===== src/rtl/trigger_rest_calibration_map_unit_assert.svh =====
// assertion macros for the trigger rest calibration map unit
`ifndef TRIGGER_REST_CALIBRATION_MAP_UNIT_ASSERT_SVH
`define TRIGGER_REST_CALIBRATION_MAP_UNIT_ASSERT_SVH

// same-cycle implication, checked out of reset
`define TRCM_ASSERT_NOW(label, clk, rst, cond, prop) \
   label: assert property (@(posedge clk) disable iff (rst) (cond) |-> (prop)) \
      else $error("trcm check failed");

// next-cycle implication, checked out of reset
`define TRCM_ASSERT_NEXT(label, clk, rst, cond, prop) \
   label: assert property (@(posedge clk) disable iff (rst) (cond) |=> (prop)) \
      else $error("trcm check failed");

`endif


===== src/rtl/trcm_pkg.sv =====
// types, register codes and constants for the trigger rest calibration map unit
`timescale 1ns / 1ps

package trcm_pkg;

   localparam logic [2:0] CSR_REST_MARGIN       = 3'd0;
   localparam logic [2:0] CSR_ARM_THRESHOLD     = 3'd1;
   localparam logic [2:0] CSR_ZERO_REST_ARM_RAW = 3'd2;
   localparam logic [2:0] CSR_STABLE_SPREAD     = 3'd3;
   localparam logic [2:0] CSR_CALIB_WINDOW_MS   = 3'd4;
   localparam logic [2:0] CSR_ZERO_REST_MS      = 3'd5;
   localparam logic [2:0] CSR_MAX_CURRENT_MA    = 3'd6;
   localparam logic [2:0] CSR_MAX_SPEED_RPM     = 3'd7;

   localparam logic [7:0]  RST_REST_MARGIN       = 8'd8;
   localparam logic [7:0]  RST_ARM_THRESHOLD     = 8'd20;
   localparam logic [7:0]  RST_ZERO_REST_ARM_RAW = 8'd20;
   localparam logic [7:0]  RST_STABLE_SPREAD     = 8'd6;
   localparam logic [15:0] RST_CALIB_WINDOW_MS   = 16'd500;
   localparam logic [15:0] RST_ZERO_REST_MS      = 16'd500;
   localparam logic [15:0] RST_MAX_CURRENT_MA    = 16'd10000;
   localparam logic [15:0] RST_MAX_SPEED_RPM     = 16'd10000;

   localparam logic [7:0] STABLE_MAX_IDLE = 8'd64;
   localparam logic [7:0] ANALOG_REST_MIN = 8'd1;
   localparam logic [7:0] REST_UNKNOWN    = 8'd255;
   localparam logic [7:0] FULL_SCALE      = 8'd255;
   localparam logic [9:0] GATE_PAD        = 10'd4;

   localparam logic CMD_SAMPLE  = 1'b0;
   localparam logic CMD_RESTART = 1'b1;

   typedef struct packed {
      logic [7:0]  rest_margin;
      logic [7:0]  arm_threshold;
      logic [7:0]  zero_rest_arm_raw;
      logic [7:0]  stable_spread;
      logic [15:0] calib_window_ms;
      logic [15:0] zero_rest_ms;
      logic [15:0] max_current_ma;
      logic [15:0] max_speed_rpm;
   } cfg_type;

   typedef struct packed {
      logic       calibrated;
      logic [7:0] rest_level;
      logic [7:0] effective;
      logic       armed;
      logic [7:0] travel;
      logic [7:0] span;
      logic [7:0] range;
   } job_type;

   typedef struct packed {
      logic        calibrated;
      logic [7:0]  rest_level;
      logic [7:0]  effective;
      logic        armed;
      logic [7:0]  travel;
      logic [15:0] current_target_ma;
      logic [15:0] speed_target_rpm;
   } rsp_type;

   typedef enum logic [1:0] {
      BACK_IDLE,
      BACK_MUL,
      BACK_DIV,
      BACK_DONE
   } back_state_type;

endpackage


===== src/rtl/trcm_fifo.sv =====
// small first-in first-out queue with show-ahead head
`timescale 1ns / 1ps

module trcm_fifo #(
   parameter int DEPTH = 2,
   parameter int WIDTH = 8
) (
   input  logic             clock,
   input  logic             reset,
   input  logic             push,
   input  logic [WIDTH-1:0] push_data,
   output logic             full,
   input  logic             pop,
   output logic [WIDTH-1:0] pop_data,
   output logic             empty
);

   localparam int PTR_W = (DEPTH > 1) ? $clog2(DEPTH) : 1;
   localparam int CNT_W = $clog2(DEPTH + 1);

   logic [WIDTH-1:0] mem_ff [DEPTH];
   logic [PTR_W-1:0] wr_ptr_ff, wr_ptr_in;
   logic [PTR_W-1:0] rd_ptr_ff, rd_ptr_in;
   logic [CNT_W-1:0] count_ff, count_in;
   logic             do_push, do_pop;

   assign full     = (count_ff == CNT_W'(DEPTH));
   assign empty    = (count_ff == '0);
   assign do_push  = push && !full;
   assign do_pop   = pop && !empty;
   assign pop_data = mem_ff[rd_ptr_ff];

   always_comb begin
      wr_ptr_in = wr_ptr_ff;
      rd_ptr_in = rd_ptr_ff;
      count_in  = count_ff;
      if (do_push) begin
         wr_ptr_in = (wr_ptr_ff == PTR_W'(DEPTH - 1)) ? '0 : wr_ptr_ff + 1'b1;
      end
      if (do_pop) begin
         rd_ptr_in = (rd_ptr_ff == PTR_W'(DEPTH - 1)) ? '0 : rd_ptr_ff + 1'b1;
      end
      if (do_push && !do_pop) begin
         count_in = count_ff + 1'b1;
      end else if (do_pop && !do_push) begin
         count_in = count_ff - 1'b1;
      end
   end

   always_ff @(posedge clock) begin
      if (reset) begin
         wr_ptr_ff <= '0;
         rd_ptr_ff <= '0;
         count_ff  <= '0;
      end else begin
         wr_ptr_ff <= wr_ptr_in;
         rd_ptr_ff <= rd_ptr_in;
         count_ff  <= count_in;
      end
   end

   always_ff @(posedge clock) begin
      if (do_push) begin
         mem_ff[wr_ptr_ff] <= push_data;
      end
   end

endmodule


===== src/rtl/trcm_front.sv =====
// front end: calibration state update and travel classification per item
`timescale 1ns / 1ps

module trcm_front (
   input  logic              clock,
   input  logic              reset,
   input  trcm_pkg::cfg_type cfg,
   input  logic              item_take,
   input  logic              cmd,
   input  logic [7:0]        sample,
   input  logic [31:0]       time_ms,
   output trcm_pkg::job_type job
);

   logic        is_calibrated_ff, is_calibrated_in;
   logic [7:0]  rest_value_ff, rest_value_in;
   logic        zero_run_open_ff, zero_run_open_in;
   logic [31:0] zero_run_start_ff, zero_run_start_in;
   logic        stable_open_ff, stable_open_in;
   logic [31:0] stable_start_ff, stable_start_in;
   logic [7:0]  stable_low_ff, stable_low_in;
   logic [7:0]  stable_high_ff, stable_high_in;

   // state update
   always_comb begin
      logic [9:0]  gate_sum;
      logic [7:0]  gate;
      logic [12:0] avg;
      logic [8:0]  lo_sum;
      logic [8:0]  hi_sum;
      logic [7:0]  new_lo;
      logic [7:0]  new_hi;
      logic [31:0] zero_age;
      logic [31:0] stable_age;

      is_calibrated_in  = is_calibrated_ff;
      rest_value_in     = rest_value_ff;
      zero_run_open_in  = zero_run_open_ff;
      zero_run_start_in = zero_run_start_ff;
      stable_open_in    = stable_open_ff;
      stable_start_in   = stable_start_ff;
      stable_low_in     = stable_low_ff;
      stable_high_in    = stable_high_ff;

      gate_sum   = {2'b0, rest_value_ff} + {2'b0, cfg.rest_margin} + trcm_pkg::GATE_PAD;
      gate       = (gate_sum > {2'b0, trcm_pkg::FULL_SCALE}) ? trcm_pkg::FULL_SCALE
                                                             : gate_sum[7:0];
      avg        = ({rest_value_ff, 5'b0} - {5'b0, rest_value_ff}) + {5'b0, sample};
      lo_sum     = {1'b0, sample} + {1'b0, cfg.stable_spread};
      hi_sum     = {1'b0, stable_high_ff} + {1'b0, cfg.stable_spread};
      new_lo     = (sample < stable_low_ff) ? sample : stable_low_ff;
      new_hi     = (sample > stable_high_ff) ? sample : stable_high_ff;
      zero_age   = time_ms - zero_run_start_ff;
      stable_age = time_ms - stable_start_ff;

      if (cmd == trcm_pkg::CMD_RESTART) begin
         is_calibrated_in  = 1'b0;
         rest_value_in     = trcm_pkg::REST_UNKNOWN;
         zero_run_open_in  = 1'b0;
         zero_run_start_in = '0;
         stable_open_in    = 1'b0;
         stable_start_in   = '0;
         stable_low_in     = 8'hFF;
         stable_high_in    = '0;
      end else if (is_calibrated_ff) begin
         // rest tracking average
         if (sample <= gate && !(rest_value_ff == '0 && sample == '0)) begin
            rest_value_in = avg[12:5];
         end
      end else if (sample == '0) begin
         stable_open_in = 1'b0;
         if (!zero_run_open_ff) begin
            zero_run_open_in  = 1'b1;
            zero_run_start_in = time_ms;
         end else if (zero_age >= {16'b0, cfg.zero_rest_ms}) begin
            rest_value_in    = '0;
            is_calibrated_in = 1'b1;
            zero_run_open_in = 1'b0;
         end
      end else begin
         zero_run_open_in = 1'b0;
         if (sample >= trcm_pkg::ANALOG_REST_MIN) begin
            if (!stable_open_ff || lo_sum < {1'b0, stable_low_ff}
                || {1'b0, sample} > hi_sum) begin
               stable_open_in  = 1'b1;
               stable_start_in = time_ms;
               stable_low_in   = sample;
               stable_high_in  = sample;
            end else begin
               stable_low_in  = new_lo;
               stable_high_in = new_hi;
               if (stable_age >= {16'b0, cfg.calib_window_ms}) begin
                  if ((new_hi - new_lo) <= cfg.stable_spread
                      && new_hi <= trcm_pkg::STABLE_MAX_IDLE) begin
                     rest_value_in    = new_lo;
                     is_calibrated_in = 1'b1;
                  end
                  stable_open_in = 1'b0;
               end
            end
         end
      end
   end

   // classification against the updated state
   always_comb begin
      logic [8:0] base;
      logic [8:0] eff_diff;
      logic [7:0] eff;
      logic       rest_at_zero;
      logic [7:0] trav;
      logic [7:0] floor_t;

      base         = {1'b0, rest_value_in} + {1'b0, cfg.rest_margin};
      eff_diff     = {1'b0, sample} - base;
      eff          = ({1'b0, sample} <= base) ? '0 : eff_diff[7:0];
      rest_at_zero = is_calibrated_in && (rest_value_in == '0);
      if (rest_at_zero) begin
         trav = (sample <= cfg.zero_rest_arm_raw) ? '0 : sample - cfg.zero_rest_arm_raw;
      end else begin
         trav = eff;
      end
      floor_t = rest_at_zero ? '0 : cfg.arm_threshold;

      job.calibrated = is_calibrated_in;
      job.rest_level = rest_value_in;
      job.effective  = eff;
      if (!is_calibrated_in) begin
         job.armed = 1'b0;
      end else if (rest_value_in == '0) begin
         job.armed = (sample >= cfg.zero_rest_arm_raw);
      end else begin
         job.armed = (eff >= cfg.arm_threshold);
      end
      job.travel = trav;
      job.span   = (trav >= floor_t) ? trav - floor_t : '0;
      job.range  = trcm_pkg::FULL_SCALE - floor_t;
   end

   always_ff @(posedge clock) begin
      if (reset) begin
         is_calibrated_ff  <= 1'b0;
         rest_value_ff     <= trcm_pkg::REST_UNKNOWN;
         zero_run_open_ff  <= 1'b0;
         zero_run_start_ff <= '0;
         stable_open_ff    <= 1'b0;
         stable_start_ff   <= '0;
         stable_low_ff     <= 8'hFF;
         stable_high_ff    <= '0;
      end else if (item_take) begin
         is_calibrated_ff  <= is_calibrated_in;
         rest_value_ff     <= rest_value_in;
         zero_run_open_ff  <= zero_run_open_in;
         zero_run_start_ff <= zero_run_start_in;
         stable_open_ff    <= stable_open_in;
         stable_start_ff   <= stable_start_in;
         stable_low_ff     <= stable_low_in;
         stable_high_ff    <= stable_high_in;
      end
   end

endmodule


===== src/rtl/trcm_back.sv =====
// back end: current and speed targets by multiply and serial divide
`timescale 1ns / 1ps

module trcm_back (
   input  logic              clock,
   input  logic              reset,
   input  trcm_pkg::cfg_type cfg,
   input  logic              job_empty,
   input  trcm_pkg::job_type job_data,
   output logic              job_pop,
   input  logic              rsp_full,
   output logic              rsp_push,
   output trcm_pkg::rsp_type rsp_data
);

   trcm_pkg::back_state_type state_ff, state_in;
   trcm_pkg::job_type        job_ff, job_in;
   logic [7:0]               rem_cur_ff, rem_cur_in;
   logic [7:0]               rem_spd_ff, rem_spd_in;
   logic [15:0]              quo_cur_ff, quo_cur_in;
   logic [15:0]              quo_spd_ff, quo_spd_in;
   logic [3:0]               count_ff, count_in;

   // next state
   always_comb begin
      state_in = state_ff;
      case (state_ff)
         trcm_pkg::BACK_IDLE: begin
            if (!job_empty) begin
               state_in = trcm_pkg::BACK_MUL;
            end
         end
         trcm_pkg::BACK_MUL: begin
            state_in = trcm_pkg::BACK_DIV;
         end
         trcm_pkg::BACK_DIV: begin
            if (count_ff == 4'd15) begin
               state_in = trcm_pkg::BACK_DONE;
            end
         end
         trcm_pkg::BACK_DONE: begin
            if (!rsp_full) begin
               state_in = trcm_pkg::BACK_IDLE;
            end
         end
         default: begin
            state_in = trcm_pkg::BACK_IDLE;
         end
      endcase
   end

   // outputs
   always_comb begin
      job_pop  = 1'b0;
      rsp_push = 1'b0;
      case (state_ff)
         trcm_pkg::BACK_IDLE: begin
            job_pop = !job_empty;
         end
         trcm_pkg::BACK_DONE: begin
            rsp_push = !rsp_full;
         end
         default: begin
            job_pop  = 1'b0;
            rsp_push = 1'b0;
         end
      endcase
   end

   // datapath
   always_comb begin
      logic [23:0] prod_cur;
      logic [23:0] prod_spd;
      logic [8:0]  sh_cur;
      logic [8:0]  sh_spd;
      logic [8:0]  div9;

      job_in     = job_ff;
      rem_cur_in = rem_cur_ff;
      rem_spd_in = rem_spd_ff;
      quo_cur_in = quo_cur_ff;
      quo_spd_in = quo_spd_ff;
      count_in   = count_ff;

      prod_cur = 24'(job_ff.span) * 24'(cfg.max_current_ma);
      prod_spd = 24'(job_ff.span) * 24'(cfg.max_speed_rpm);
      sh_cur   = {rem_cur_ff, quo_cur_ff[15]};
      sh_spd   = {rem_spd_ff, quo_spd_ff[15]};
      div9     = {1'b0, job_ff.range};

      case (state_ff)
         trcm_pkg::BACK_IDLE: begin
            if (!job_empty) begin
               job_in = job_data;
            end
         end
         trcm_pkg::BACK_MUL: begin
            // upper byte of the product is below the range since span <= range
            rem_cur_in = prod_cur[23:16];
            quo_cur_in = prod_cur[15:0];
            rem_spd_in = prod_spd[23:16];
            quo_spd_in = prod_spd[15:0];
            count_in   = '0;
         end
         trcm_pkg::BACK_DIV: begin
            if (sh_cur >= div9) begin
               rem_cur_in = 8'(sh_cur - div9);
               quo_cur_in = {quo_cur_ff[14:0], 1'b1};
            end else begin
               rem_cur_in = sh_cur[7:0];
               quo_cur_in = {quo_cur_ff[14:0], 1'b0};
            end
            if (sh_spd >= div9) begin
               rem_spd_in = 8'(sh_spd - div9);
               quo_spd_in = {quo_spd_ff[14:0], 1'b1};
            end else begin
               rem_spd_in = sh_spd[7:0];
               quo_spd_in = {quo_spd_ff[14:0], 1'b0};
            end
            count_in = count_ff + 1'b1;
         end
         default: begin
            count_in = count_ff;
         end
      endcase
   end

   always_comb begin
      rsp_data.calibrated        = job_ff.calibrated;
      rsp_data.rest_level        = job_ff.rest_level;
      rsp_data.effective         = job_ff.effective;
      rsp_data.armed             = job_ff.armed;
      rsp_data.travel            = job_ff.travel;
      // empty range maps to zero
      rsp_data.current_target_ma = (job_ff.range == '0) ? '0 : quo_cur_ff;
      rsp_data.speed_target_rpm  = (job_ff.range == '0) ? '0 : quo_spd_ff;
   end

   always_ff @(posedge clock) begin
      if (reset) begin
         state_ff <= trcm_pkg::BACK_IDLE;
         count_ff <= '0;
      end else begin
         state_ff <= state_in;
         count_ff <= count_in;
      end
   end

   always_ff @(posedge clock) begin
      job_ff     <= job_in;
      rem_cur_ff <= rem_cur_in;
      rem_spd_ff <= rem_spd_in;
      quo_cur_ff <= quo_cur_in;
      quo_spd_ff <= quo_spd_in;
   end

endmodule


===== src/rtl/trigger_rest_calibration_map_unit.sv =====
// top level of the trigger rest calibration and travel map unit
//
// Input queue side: req_push with req_cmd, req_sample, req_time_ms; an item is
// taken at a clock edge with req_push high and req_full low. req_cmd restart
// clears calibration; sample items update the learned rest level.
// Result queue side: while rsp_empty is low the oldest result is on the rsp_
// ports; it is taken at an edge with rsp_pop high.
// The front end updates calibration and classifies the item in the cycle it is
// taken, then queues it. The back end forms span * max / range for current and
// speed with a multiply step followed by a 16-step restoring divider, two lanes.
// With queues empty an item passes the job queue, the back end's idle, multiply,
// divide and done states and the result queue before it reaches the rsp_ ports.
// The back end takes a new item only after it has pushed the last result.
// Both queues hold QUEUE_DEPTH entries; a stalled receiver fills the result
// queue, then the job queue, and then req_full rises.
// Reset (synchronous, high) empties both queues, clears calibration and loads
// the register defaults. csr_ writes take effect at once; write while idle.
`timescale 1ns / 1ps

`include "trigger_rest_calibration_map_unit_assert.svh"

module trigger_rest_calibration_map_unit #(
   parameter int QUEUE_DEPTH = 2
) (
   input  logic        clock,
   input  logic        reset,
   input  logic        req_push,
   output logic        req_full,
   input  logic        req_cmd,
   input  logic [7:0]  req_sample,
   input  logic [31:0] req_time_ms,
   output logic        rsp_empty,
   input  logic        rsp_pop,
   output logic        rsp_calibrated,
   output logic [7:0]  rsp_rest_level,
   output logic [7:0]  rsp_effective,
   output logic        rsp_armed,
   output logic [7:0]  rsp_travel,
   output logic [15:0] rsp_current_target_ma,
   output logic [15:0] rsp_speed_target_rpm,
   input  logic        csr_write_en,
   input  logic [2:0]  csr_index,
   input  logic [15:0] csr_wdata
);

   trcm_pkg::cfg_type cfg_ff;
   trcm_pkg::job_type front_job;
   trcm_pkg::job_type mid_job;
   trcm_pkg::rsp_type back_rsp;
   trcm_pkg::rsp_type out_rsp;
   logic              item_take;
   logic              mid_full;
   logic              mid_empty;
   logic              mid_pop;
   logic              out_full;
   logic              out_push;

   assign req_full  = mid_full;
   assign item_take = req_push && !mid_full;

   always_ff @(posedge clock) begin
      if (reset) begin
         cfg_ff.rest_margin       <= trcm_pkg::RST_REST_MARGIN;
         cfg_ff.arm_threshold     <= trcm_pkg::RST_ARM_THRESHOLD;
         cfg_ff.zero_rest_arm_raw <= trcm_pkg::RST_ZERO_REST_ARM_RAW;
         cfg_ff.stable_spread     <= trcm_pkg::RST_STABLE_SPREAD;
         cfg_ff.calib_window_ms   <= trcm_pkg::RST_CALIB_WINDOW_MS;
         cfg_ff.zero_rest_ms      <= trcm_pkg::RST_ZERO_REST_MS;
         cfg_ff.max_current_ma    <= trcm_pkg::RST_MAX_CURRENT_MA;
         cfg_ff.max_speed_rpm     <= trcm_pkg::RST_MAX_SPEED_RPM;
      end else if (csr_write_en) begin
         case (csr_index)
            trcm_pkg::CSR_REST_MARGIN:       cfg_ff.rest_margin       <= csr_wdata[7:0];
            trcm_pkg::CSR_ARM_THRESHOLD:     cfg_ff.arm_threshold     <= csr_wdata[7:0];
            trcm_pkg::CSR_ZERO_REST_ARM_RAW: cfg_ff.zero_rest_arm_raw <= csr_wdata[7:0];
            trcm_pkg::CSR_STABLE_SPREAD:     cfg_ff.stable_spread     <= csr_wdata[7:0];
            trcm_pkg::CSR_CALIB_WINDOW_MS:   cfg_ff.calib_window_ms   <= csr_wdata;
            trcm_pkg::CSR_ZERO_REST_MS:      cfg_ff.zero_rest_ms      <= csr_wdata;
            trcm_pkg::CSR_MAX_CURRENT_MA:    cfg_ff.max_current_ma    <= csr_wdata;
            trcm_pkg::CSR_MAX_SPEED_RPM:     cfg_ff.max_speed_rpm     <= csr_wdata;
            default: begin
               cfg_ff <= cfg_ff;
            end
         endcase
      end
   end

   trcm_front u_front (
      .clock     (clock),
      .reset     (reset),
      .cfg       (cfg_ff),
      .item_take (item_take),
      .cmd       (req_cmd),
      .sample    (req_sample),
      .time_ms   (req_time_ms),
      .job       (front_job)
   );

   trcm_fifo #(
      .DEPTH (QUEUE_DEPTH),
      .WIDTH ($bits(trcm_pkg::job_type))
   ) u_job_queue (
      .clock     (clock),
      .reset     (reset),
      .push      (req_push),
      .push_data (front_job),
      .full      (mid_full),
      .pop       (mid_pop),
      .pop_data  (mid_job),
      .empty     (mid_empty)
   );

   trcm_back u_back (
      .clock     (clock),
      .reset     (reset),
      .cfg       (cfg_ff),
      .job_empty (mid_empty),
      .job_data  (mid_job),
      .job_pop   (mid_pop),
      .rsp_full  (out_full),
      .rsp_push  (out_push),
      .rsp_data  (back_rsp)
   );

   trcm_fifo #(
      .DEPTH (QUEUE_DEPTH),
      .WIDTH ($bits(trcm_pkg::rsp_type))
   ) u_rsp_queue (
      .clock     (clock),
      .reset     (reset),
      .push      (out_push),
      .push_data (back_rsp),
      .full      (out_full),
      .pop       (rsp_pop),
      .pop_data  (out_rsp),
      .empty     (rsp_empty)
   );

   assign rsp_calibrated        = out_rsp.calibrated;
   assign rsp_rest_level        = out_rsp.rest_level;
   assign rsp_effective         = out_rsp.effective;
   assign rsp_armed             = out_rsp.armed;
   assign rsp_travel            = out_rsp.travel;
   assign rsp_current_target_ma = out_rsp.current_target_ma;
   assign rsp_speed_target_rpm  = out_rsp.speed_target_rpm;

   `TRCM_ASSERT_NEXT(a_take_queues_job, clock, reset, item_take, !mid_empty)
   `TRCM_ASSERT_NOW(a_uncal_rest_unknown, clock, reset, !rsp_empty && !rsp_calibrated,
                    rsp_rest_level == trcm_pkg::REST_UNKNOWN)
   `TRCM_ASSERT_NOW(a_armed_needs_cal, clock, reset, !rsp_empty && rsp_armed, rsp_calibrated)
   `TRCM_ASSERT_NOW(a_no_travel_no_drive, clock, reset, !rsp_empty && rsp_travel == '0,
                    rsp_current_target_ma == '0 && rsp_speed_target_rpm == '0)

endmodule


===== config.mk =====
export PLATFORM = sky130hd
export DESIGN_NAME = trigger_rest_calibration_map_unit
export DESIGN_NICKNAME = d
export VERILOG_FILES = /design/src/rtl/trcm_pkg.sv /design/src/rtl/trcm_fifo.sv /design/src/rtl/trcm_front.sv /design/src/rtl/trcm_back.sv /design/src/rtl/trigger_rest_calibration_map_unit.sv
export VERILOG_INCLUDE_DIRS = /design/src /design/src/rtl
export SDC_FILE = /design/constraint.sdc
export NUM_CORES = 2
export LEC_CHECK = 0
export BUFFER_PORTS_ARGS = -buffer_cell sky130_fd_sc_hd__buf_2
export CORE_ASPECT_RATIO = 0.8
export CORE_MARGIN = 4
export CORE_UTILIZATION = 40
export CTS_CLUSTER_DIAMETER = 50
export DETAILED_ROUTE_END_ITERATION = 10
export PLACE_DENSITY_LB_ADDON = 0.1
export SYNTH_ARGS = -nofsm -noshare
export SYNTH_HDL_FRONTEND = slang
export SYNTH_SLANG_ARGS = --single-unit

===== constraint.sdc =====
create_clock -name clock -period 14.3 [get_ports clock]
set_input_delay 2.86 -clock clock [delete_from_list [all_inputs] [get_ports clock]]
set_output_delay 2.86 -clock clock [all_outputs]
set_load 0.1 [all_outputs]

==> Yosys cells after proc, flatten, opt, wreduce, memory -nomap -nowiden <==
Memories as Yosys holds them, arrays and structs flattened. A register that Yosys moved wholly into a read port is not among the register bits.
Cells that the tools add are included.
W data, S select, Z words.
{ "totals": {"memories": 2, "inputBits": 65, "output_inout_bits": 60, "elab_cells": 240, "ff_bits": 249, "ramBits": 200} }
{ "classes": {"magnitude_cmp": 18, "reduce_logical": 55, "multipliers": 2, "eq_ne": 19, "bitwise_logic": 1, "add_sub_neg": 25, "mux": 90} }
{ "memory_table": {"columns": ["memory", "depth", "word_bits", "rd", "rd_clocked_by_memory_dff", "wr", "line_no", "rtl"], "rows": [
  ["u_rsp_queue.mem_ff", 2, 58, 1, 1, 1, "trcm_fifo.sv:21", "logic [WIDTH-1:0] mem_ff [DEPTH];"],
  ["u_job_queue.mem_ff", 2, 42, 1, 1, 1, "trcm_fifo.sv:21", null]
]} }
{ "op_table": {"columns": ["operator", "n"], "rows": [
  ["$mux W32", 9],
  ["$mux W8", 30],
  ["$ge A32 B16 Y1", 2],
  ["$pmux W16 S2", 2],
  ["$sub A32 B32 Y32", 2],
  ["$mul A8 B16 Y24", 2],
  ["$sub A8 B8 Y8", 6],
  ["$add A8 B8 Y9", 4],
  ["$mux W1", 36],
  ["$logic_not A8 Y1", 4],
  ["$mux W16", 2],
  ["$pmux W8 S2", 2],
  ["$ge A8 B8 Y1", 3],
  ["$le A8 B8 Y1", 3],
  ["$reduce_and A2 Y1", 10],
  ["$ge A9 B8 Y1", 2],
  ["$mux W2", 7],
  ["$add A13 B8 Y13", 1],
  ["$sub A13 B8 Y13", 1],
  ["$eq A3 B3 Y1 const B", 4],
  ["$logic_and A1 B1 Y1", 12],
  ["$reduce_and A4 Y1", 3],
  ["$reduce_bool A2 Y1", 6],
  ["$add A10 B3 Y10 const B", 1],
  ["other kinds (31)", 56]
]} }

==> Depth between registers and ports, before layout <==
{ "logic_depth": {"word_depth": 18, "depth_mapped": 56} }

==> Cells and area by module <==
A second synthesis with hierarchy kept.
{ "hier_totals": {"cells_unflattened": 3912, "hier_area_um2": 37882.6} }
{ "by_module_without_submodules": {"columns": ["module", "area_each_um2", "cells_each", "instances", "seq_area_each_um2"], "rows": [
  ["trcm_front", 13372.8, 1837, 1, 1821.7],
  ["trcm_back", 13042.5, 1358, 1, 2822.7],
  ["trcm_fifo at u_rsp_queue", 4399.2, 205, 1, 3583.4],
  ["trigger_rest_calibration_map_unit", 3829.9, 356, 1, 1921.8],
  ["trcm_fifo at u_job_queue", 3238.1, 156, 1, 2622.5]
]} }

==> Worst setup path before layout <==
Ideal clock, no wire load.
{ "synth_timing": {"path_type": "input to register", "start": "input req_sample[1]", "end": "memory u_job_queue.mem_ff[0][10] in the netlist's numbering (data pin)", "path_stages": 53, "arrival_time_ns": 12.117, "slack_ns": 1.904, "setup_time_ns": 0.279, "cell_sequence": "ha_1 a21o_1 a21o_1 a21o_1 a21o_1 a21oi_1 o21ai_0 clkbuf_1 nor2_1 a21oi_1 inv_1 ha_1 inv_1 fa_1 a21o_1 a21oi_1 o21ai_0 a21oi_1 [... 17 more ...] a21o_1 a21o_1 a21o_1 a21o_1 a21oi_1 a2111o_1 nor3_1 mux2_1 ha_1 nor2b_1 o21ai_0 nand2b_1 a21o_1 a21oi_1 o21ai_0 a21o_1 a21oi_1 nor3_1"} }
{ "synth_rtl": {"columns": ["element", "line_no", "rtl"], "rows": [
  ["from (decl)", "trigger_rest_calibration_map_unit.sv:30", "input logic [7:0] req_sample,"],
  ["to (decl)", "trcm_fifo.sv:21", null]
]} }

==> run_results.csv <==
group,metric,value,unit
outcome,status,"complete, no violations",
synth,synth_common_cells,"579 x nand2_1, 402 x inv_1, 338 x ha_1, 308 x a21oi_1, 290 x edfxtp_1",
final_layout,final_area,0.04048,sq mm
critical_path,rr_worst_depth,52,
critical_path,cp-end-kind,"flop",
clock_network,cts_made_buffers,69,
timing,rsz0062_at_grt,"false",
synth,synth_seq_cells,492,
detailed_routing,drc,0,
timing,final_max_slew_viol_count,0,
hold_path,hold_depth,0,
clock_network,clockBufferDepth,3,
critical_path,critPathArrivalTime,13.30,ns
timing,fin_setup_tns,0,ns
synth,synth_area_per_cell,9.308,sq um
critical_path,startpoint_type,"input pin",
synth,synth.most_common_cell,"nand2_1",
timing,finalSetupViolations,0,
clock_network,hold_buffers,0,
detailed_routing,ant_nets,0,
synth,synth_warnings,0,
clock_network,clockRootBuffer,"clkbuf_16",
critical_path,slowest_stage,"or4_4",
synth,postSynth.asyncResetShare,0,%
floorplan,dieArea,0.09569,sq mm
clock_network,postCtsSetupRepairBufs,0,
timing,fin_skew,0.03305,ns
floorplan,start_util,40.51,%
detailed_routing,drtIter0Drc,1823,
grt,grt_overflow,0,
grt,grt_pass1_vias,26400,
critical_path,path_max_fanout,8,
hold_path,min-delay-path-class,"reg2reg",
final_layout,n_fill_cell,8664,
critical_path,path_common_cell,"a21o_1",
timing,finalCritPeriodShare,90.55,%
synth,synthesis.nets,4487,
critical_path,r2r_end,"u_job_queue.mem_ff[1][12]",
floorplan,dieWidth,344.8,um
placement,dpl.hpwl,71870,um
timing,max_slew_margin,25.77,%
critical_path,crit_required,14.65,ns
power,powerDensity,222.4,mW/mm^2
synth,syn-cell-area,0.03631,sq mm
hold_path,hold_start,"u_back.rsp_data[49]",
synth,synth_area_leaders,"edfxtp_1 24%, ha_1 12%, dfxtp_1 11%, fa_1 10%, nand2_1 6.0%",
timing,finalHoldViolCount,0,
timing,worstMarginPinSlew,1.114,ns
final_layout,drive_gt1_share,10.19,%
clock_network,worstSkewPairLatency,0.63,ns
timing,timing.fmax,0.07723,GHz
final_layout,final_nets,4564,
placement,postPlaceCellArea,0.03817,sq mm
floorplan,num_rows,98,
clock_network,cts_resized,0,
power,irDropWorstVdd,0.0002108,V
detailed_routing,drt_first_pass_iters,5,
synth,postSynthCellCount,3901,
grt,grt_max_degree,86,
synth,yosysTopAreaCell,"edfxtp_1",
power,power,9.002,mW
grt,antenna_found_initial,8,
flow_run,max_cap_viol_count,0,
grt,grtUsageTotal,20.04,%
power,power.leakage,16.80,nW
grt,grt_pass1_wl,152500,um
clock_network,numClockSinks,492,
clock_network,htree_levels,3,
detailed_routing,via_per_inst,5.143,
clock_network,path_clk_slew,0.06,ns
synth,synth_top_cell_area_share,23.98,%
synth,ys_seq_area_share,35.12,%
placement,post-place-cells,5107,
floorplan,ios,125,
synth,synth_cell_types,81,
timing,min_period,12.95,ns
synth,ys.flop_type,"edfxtp_1",
floorplan,fp.coreArea,0.08963,sq mm
critical_path,slowest_delay,0.54,ns
timing,holdWs,0.4393,ns
detailed_routing,finalWirelength,96270,um
clock_network,cts_tree,"built",
final_layout,area.growth.synth_to_final,11.48,%
hold_path,hold_end,"u_rsp_queue.mem_ff[0][49]",
floorplan,die_h,277.5,um
placement,gp_congestion,0.9015,
detailed_routing,dr_total_vias,26940,
critical_path,reg2reg_from,"u_front.stable_high_ff[1]",
critical_path,reg2reg_slack,3.49,ns
detailed_routing,routedWlPerCell,18.38,um
placement,port_buffers,124,
synth,synth-edff-count,290,
final_layout,final_cells,5238,
critical_path,critPathKind,"in2reg",
-- worst max-delay path by stage --
stage,startpoint,end,slack (ns),depth (start not counted)
3_3_place_gp,req_time_ms[0],u_job_queue.mem_ff[0][10],1.02,50
4_1_cts,req_time_ms[0],u_job_queue.mem_ff[1][12],1.42,50
5_1_grt,req_time_ms[0],u_job_queue.mem_ff[1][12],0.57,50
3_5_place_dp,req_time_ms[0],u_job_queue.mem_ff[1][11],0.76,50
2_1_floorplan,req_sample[1],u_job_queue.mem_ff[0][10],1.90,53
6_report,req_time_ms[0],u_job_queue.mem_ff[1][12],1.35,50
-- cells by family after synthesis --
family / synth area share (%)
compound gates: 13.17
fa+ha+maj: 21.74
buf+inv: 5.827
flops: 35.12
xor+xnor: 3.570
mux: 4.266
simple gates: 16.31
-- metal layers --
metal | vias up | global-route usage [%] | routed length, um
met1 | 12800 | 31.16 | 49810
met4 | 4 | 4.840 | 2071
met2 | 509 | 28.67 | 39630
met3 | 119 | 3.396 | 4726
met5 | - | 0 | 27
li1 | 13510 | - | -
-- power by group --
group          leakage [nW]  internal (mW)  switching, mW
Clock                  1.09          0.985          0.697
Combinational          11.4           1.96           3.23
Sequential             4.28           2.00          0.127
-- area by class of cell --
type	instances	area [sq um]	area share, %
multi-input cells	2849	21480	53.06
flip-flops and latches	492	12750	31.51
clock buffers	83	1851	4.572
inverters	403	1513	3.737
well taps	1200	1501	3.709
repair buffers	163	919.6	2.272
clock inverters	43	447.9	1.107
diodes	5	12.51	0.03091
-- placed cells by master, fill, tap and decap left out, drive strengths merged, types with 63 or more instances in the layout --
cell      n
nor2    179
xnor2    85
a21o     77
mux2    118
ha      338
buf     163
fa      183
and2    160
xor2     63
nand2   580
edfxtp  290
inv     411
clkbuf   83
dfxtp   202
o21ai   157
a21oi   309
nor2b    79
-- through the flow --
step	worst slack (ns)	utilization [%]
6_report	1.351	45.16
3_5_place_dp	0.7609	42.58
5_1_grt	0.5661	45.15
2_1_floorplan	1.904	-
3_3_place_gp	1.022	42.58
4_1_cts	1.421	45.14
-- state kept, by name, summed over array words and instances (netlist names), 2 cells and up, named ones only --
name                       cells
u_front.zero_run_start_ff     32
u_back.rem_spd_ff              8
u_back.quo_spd_ff             16
u_front.stable_start_ff       32
u_front.rest_value_ff          8
u_back.quo_cur_ff             16
u_front.stable_low_ff          8
u_front.stable_high_ff         8
u_rsp_queue.mem_ff           116
u_back.count_ff                4
u_back.rsp_data               26
u_back.state_ff                2
u_back.job_ff                 16
u_job_queue.mem_ff            84
u_job_queue.count_ff           2
u_rsp_queue.count_ff           2
cfg_ff                        96
u_back.rem_cur_ff              8
-- worst max-delay path: cells and delay by family --
family / cells / cell delay (ns)
simple gates: 12 / 2.24
mux: 1 / 0.35
fa+ha+maj: 7 / 2.13
compound gates: 24 / 5.08
buf+inv: 5 / 0.54
xor+xnor: 1 / 0.10
Power figures use the tool's default switching activity.
